<file path="src/sv/shtlp_pkg.sv">
// Shared types, status codes and state encoding for the string hash table.
package shtlp_pkg;

	localparam logic       OP_INSERT    = 1'b0;
	localparam logic       OP_SEARCH    = 1'b1;

	localparam logic [2:0] ST_INSERTED  = 3'd0;
	localparam logic [2:0] ST_FOUND     = 3'd1;
	localparam logic [2:0] ST_NOT_FOUND = 3'd2;
	localparam logic [2:0] ST_FULL      = 3'd3;
	localparam logic [2:0] ST_TOO_LONG  = 3'd4;

	localparam int         HASH_W       = 32;
	localparam logic [HASH_W-1:0] HASH_MULT = 32'd31;

	typedef struct packed {
		logic       opcode;
		logic [7:0] key_byte;
		logic       key_last;
	} item_t;

	typedef struct packed {
		logic [2:0] status;
		logic [9:0] slot;
		logic [9:0] home_slot;
	} result_t;

	typedef enum logic [3:0] {
		S_CLEAR,
		S_IDLE,
		S_MOD,
		S_DISPATCH,
		S_PROBE_RD,
		S_PROBE_CHK,
		S_CMP_RD,
		S_CMP_CHK,
		S_COPY_RD,
		S_COPY_WR
	} state_t;

	typedef struct packed {
		logic       accept;
		logic       clr_step;
		logic       mod_step;
		logic       probe_start;
		logic       probe_next;
		logic       meta_write;
		logic       idx_start;
		logic       idx_next;
		logic       copy_write;
		logic       emit;
		logic [2:0] status;
	} ctrl_cmd_t;

	typedef struct packed {
		logic clr_last;
		logic mod_last;
		logic overlong;
		logic op;
		logic valid;
		logic len_eq;
		logic all_probed;
		logic byte_eq;
		logic idx_last;
	} dp_stat_t;

endpackage

</file>
<file path="src/sv/shtlp_ctrl.sv">
// Control state machine: sequences clear, hash reduction, probing, compare and copy.
module shtlp_ctrl (
	input  logic                 clk,
	input  logic                 arst_n,
	input  logic                 start,
	input  logic                 key_last,
	input  shtlp_pkg::dp_stat_t  stat,
	output shtlp_pkg::ctrl_cmd_t cmd,
	output logic                 busy
);
	import shtlp_pkg::*;

	state_t state_q, state_d;

	always_ff @(posedge clk or negedge arst_n) begin
		if (!arst_n) begin
			state_q <= S_CLEAR;
		end else begin
			state_q <= state_d;
		end
	end

	always_comb begin
		state_d = state_q;
		case (state_q)
			S_CLEAR: begin
				if (stat.clr_last) state_d = S_IDLE;
			end
			S_IDLE: begin
				if (start && key_last) state_d = S_MOD;
			end
			S_MOD: begin
				if (stat.mod_last) state_d = S_DISPATCH;
			end
			S_DISPATCH: begin
				state_d = stat.overlong ? S_IDLE : S_PROBE_RD;
			end
			S_PROBE_RD: begin
				state_d = stat.all_probed ? S_IDLE : S_PROBE_CHK;
			end
			S_PROBE_CHK: begin
				if (stat.op == OP_INSERT) begin
					state_d = stat.valid ? S_PROBE_RD : S_COPY_RD;
				end else if (!stat.valid) begin
					state_d = S_IDLE;
				end else begin
					state_d = stat.len_eq ? S_CMP_RD : S_PROBE_RD;
				end
			end
			S_CMP_RD: begin
				state_d = S_CMP_CHK;
			end
			S_CMP_CHK: begin
				if (!stat.byte_eq) state_d = S_PROBE_RD;
				else if (stat.idx_last) state_d = S_IDLE;
				else state_d = S_CMP_RD;
			end
			S_COPY_RD: begin
				state_d = S_COPY_WR;
			end
			S_COPY_WR: begin
				state_d = stat.idx_last ? S_IDLE : S_COPY_RD;
			end
			default: begin
				state_d = S_IDLE;
			end
		endcase
	end

	always_comb begin
		cmd  = '0;
		busy = (state_q != S_IDLE);
		case (state_q)
			S_CLEAR: begin
				cmd.clr_step = 1'b1;
			end
			S_IDLE: begin
				cmd.accept = start;
			end
			S_MOD: begin
				cmd.mod_step = 1'b1;
			end
			S_DISPATCH: begin
				if (stat.overlong) begin
					cmd.emit   = 1'b1;
					cmd.status = ST_TOO_LONG;
				end else begin
					cmd.probe_start = 1'b1;
				end
			end
			S_PROBE_RD: begin
				if (stat.all_probed) begin
					cmd.emit   = 1'b1;
					cmd.status = (stat.op == OP_INSERT) ? ST_FULL : ST_NOT_FOUND;
				end
			end
			S_PROBE_CHK: begin
				if (stat.op == OP_INSERT) begin
					if (stat.valid) begin
						cmd.probe_next = 1'b1;
					end else begin
						cmd.meta_write = 1'b1;
						cmd.idx_start  = 1'b1;
					end
				end else if (!stat.valid) begin
					cmd.emit   = 1'b1;
					cmd.status = ST_NOT_FOUND;
				end else if (stat.len_eq) begin
					cmd.idx_start = 1'b1;
				end else begin
					cmd.probe_next = 1'b1;
				end
			end
			S_CMP_CHK: begin
				if (!stat.byte_eq) begin
					cmd.probe_next = 1'b1;
				end else if (stat.idx_last) begin
					cmd.emit   = 1'b1;
					cmd.status = ST_FOUND;
				end else begin
					cmd.idx_next = 1'b1;
				end
			end
			S_COPY_WR: begin
				cmd.copy_write = 1'b1;
				if (stat.idx_last) begin
					cmd.emit   = 1'b1;
					cmd.status = ST_INSERTED;
				end else begin
					cmd.idx_next = 1'b1;
				end
			end
			default: begin
				cmd = '0;
			end
		endcase
	end

endmodule

</file>
<file path="config.mk">
export PLATFORM = sky130hd
export DESIGN_NAME = shtlp_ctrl
export DESIGN_NICKNAME = d
export VERILOG_FILES = /design/src/sv/shtlp_pkg.sv /design/src/sv/shtlp_ctrl.sv
export SDC_FILE = /design/constraint.sdc
export NUM_CORES = 1
export LEC_CHECK = 0
export BUFFER_PORTS_ARGS = -buffer_cell sky130_fd_sc_hd__buf_2
export CAP_MARGIN = 20
export CORE_MARGIN = 2
export CORE_UTILIZATION = 35
export CTS_BUF_LIST = sky130_fd_sc_hd__clkbuf_16
export CTS_CLUSTER_DIAMETER = 50
export DETAILED_ROUTE_END_ITERATION = 10
export HOLD_SLACK_MARGIN = 0.12
export PLACE_DENSITY = 0.66
export SLEW_MARGIN = 20
export SYNTH_ARGS = -nofsm -noshare
export SYNTH_HDL_FRONTEND = slang
export SYNTH_SLANG_ARGS = --single-unit
</file>
<file path="constraint.sdc">
create_clock -name clk -period 1.9 [get_ports clk]
set_clock_uncertainty 0.05 [all_clocks]
set_input_delay 0.38 -clock clk [delete_from_list [all_inputs] [get_ports clk]]
set_output_delay 0.38 -clock clk [all_outputs]
set_load 0.01 [all_outputs]
</file>
==> run metrics <==
GR Overflow Total 0; Post-Route WL 1710 um; CTS tree done; vias in the first global route 571; clock latency on the worst-skew pair 220 ps; CTS root buf clkbuf_16; Die Ht 40.4 um; Critical Path Sink Type primary output; share of cells above drive strength 1 56.9%; n_diodes 0; Unique masters post-synth 31; TritonCTS Sinks 4; largest net degree at the start of global routing 11; CTS Buf Count 3; ANT nets after route 0; Final Hold Violating Endpoints 0; Die ar. 1630 sq um; Leak 0.446 nW; TritonRoute pass-1 iters 4; Power Total 1.10 mW; status finished with violations; Tcrit/Tclk final 103%; crit path max fanout 6; met2 WL 841 um; worst-case clock buffer depth 2; Syn Nets 75; met3 wire length 118 um; Core ar. 1270 sq um; setup TNS -100 ps; CP Class register to primary output; Fill cells 106; P&R area growth vs syn 81.9%; Worst Tran Pin Value 481 ps; WL/cell 14.6 um; Vias 618; initial antenna violation count 0; Final min period 1950 ps; Chip Width 40.4 um; layout net count 117; Final WS setup -54.3 ps; Initial Util 36.6%; max layer used met4; syn avg cell area 7.49 sq um; sequential area share after synthesis 21.6%; synth warn 0; DP HPWL 1070 um; Vias per Instance 5.28; gr usage total 22.2%; mapped cell area 464 sq um; Mapped Cells 62; Startpoint Class register; Arr. time, crit path 1520 ps; worst endpoint required time 1470 ps; max-cap violations 0; count of buffers from port buffering 26; Hold WS 423 ps; max FFs per register 4; Final setup viols 3; first-pass GRT wire length 2420 um; #FFs+latches synth 4; Final Cell Area 845 sq um; Clock Pin Slew Worst Setup and Hold Paths 30 ps; final slew viol count 0; Placed Area 632 sq um; Power Density 1300 nW/um^2; largest registers state_q: 4 flops; Slew HR 67.1%; RSZ-0062 raised after global routing true; failing checks negative setup slack; First DRT Iteration DRCs 8; FMAX 0.512 GHz; met1 WL 722 um; pre-CTS setup slack 129 ps; Top-Level Pins 27; Top reg by flops state_q; worst vdd ir 737 uV; Rows 13; gp weighted congestion 0.906; H-tree levels 1; Worst Hold Class primary input to register; DRC 0
-- final timing paths --
kind | start | end | slack (ps) | cells after the start
worst max-delay path | state_q[3] | cmd[3] | -50 | 5
worst min-delay path | stat[6] | state_q[2] | 420 | 3
worst max register to register | state_q[2] | state_q[0] | 190 | 8
worst min register to register | state_q[3] | state_q[1] | 450 | 1
max in group asynchronous | arst_n | state_q[0] | 1230 | 2
min in group asynchronous | arst_n | state_q[3] | 440 | 2
-- metal layers --
metal / global-route usage (%) / vias up
li1: - / 308
met1: 26.6 / 284
met2: 36.5 / 24
met3: 5.00 / 2
met4: 11.7 / 0
met5: 0 / -
-- worst max-delay path, stage by stage, from the launching register on --
cell and delay [ps]:
dfrtp_2 420, nand4bb_4 240, nor3b_4 250, a31o_1 150, nand2b_1 110, buf_2 130
-- cells in the mapped netlist --
| cell type | instances | area share [%] |
|---|---|---|
| nor3b_2 | 2 | 5.4 |
| nand4_1 | 2 | 2.7 |
| dfrtp_1 | 4 | 22 |
| buf_6 | 1 | 2.4 |
| nor4_1 | 2 | 2.7 |
| and2_1 | 2 | 2.7 |
| buf_2 | 3 | 3.2 |
| a31oi_1 | 1 | 1.3 |
| a2111oi_0 | 1 | 1.9 |
| nor3_1 | 2 | 2.2 |
| nor2_1 | 3 | 2.4 |
| and3b_1 | 1 | 1.9 |
| a22oi_1 | 1 | 1.6 |
| a22oi_2 | 1 | 2.7 |
| inv_1 | 3 | 2.4 |
| nor3b_1 | 1 | 1.6 |
| nand2_1 | 11 | 8.9 |
| nand4bb_1 | 1 | 2.4 |
| nand2b_1 | 1 | 1.3 |
| o211ai_1 | 1 | 1.6 |
| and2b_1 | 1 | 1.6 |
| or3_1 | 2 | 2.7 |
| o21ai_0 | 3 | 3.2 |
| and3_1 | 2 | 2.7 |
| o21a_1 | 1 | 1.6 |
| a31o_1 | 1 | 1.9 |
| a21oi_1 | 1 | 1.1 |
| nand3_1 | 1 | 1.1 |
| o21ai_1 | 1 | 1.1 |
| nor2b_1 | 1 | 1.3 |
| mux2i_1 | 4 | 8.6 |
-- metrics by stage --
step | util, % | std cells
floorplan | - | 62
global placement | 49.8 | 105
detailed placement | 49.8 | 105
CTS | 61.2 | 114
global route | 66.6 | 117
finish | 66.6 | 117
-- area by class of cell --
| cell class | instances | area [sq um] | share of cell area, % |
|---|---|---|---|
| clock buffer | 3 | 75.1 | 8.89 |
| inverter | 3 | 11.3 | 1.33 |
| multi-input combinational | 51 | 384 | 45.5 |
| sequential | 4 | 104 | 12.3 |
| tap | 15 | 18.8 | 2.22 |
| timing repair buffer | 41 | 251 | 29.8 |
-- placed cells by master, fill, tap and decap left out, types with 2 or more instances in the layout --
cell type,Yosys,layout
buf_4,0,14
nor4_1,2,2
and3_1,2,2
nor3b_2,2,2
o21ai_1,1,2
mux2i_1,4,4
nand2_1,11,11
inv_1,3,2
and2_1,2,2
buf_2,3,25
nand4_1,2,2
dfrtp_2,0,3
clkbuf_16,0,3
-- power by group --
part | leakage [nW] | total [mW] | internal [mW] | switching [mW]
logic | 0.362 | 0.610 | 0.290 | 0.320
registers | 0.0477 | 0.166 | 0.119 | 0.0471
clock network | 0.0370 | 0.320 | 0.268 | 0.0519
-- logic make-up (layout without fill, tap and decap cells) --
group,count (synthesis),after routing,share of synthesized area (%)
AO/OA/AOI/OAI,12,12,18.1
buffers and inverters,7,47,8.08
flip-flops,4,4,21.6
multiplexers,4,4,8.63
AND/OR/NAND/NOR,35,35,43.7
-- timing repair --
item	CTS	global route
setup buffers	5	3
setup endpoints to repair	4	8
hold buffers	1	0
resized for setup	5	12
pin swaps	6	3
endpoints found under the hold margin	4	0
No activity file was read; power rests on OpenSTA's default activity.
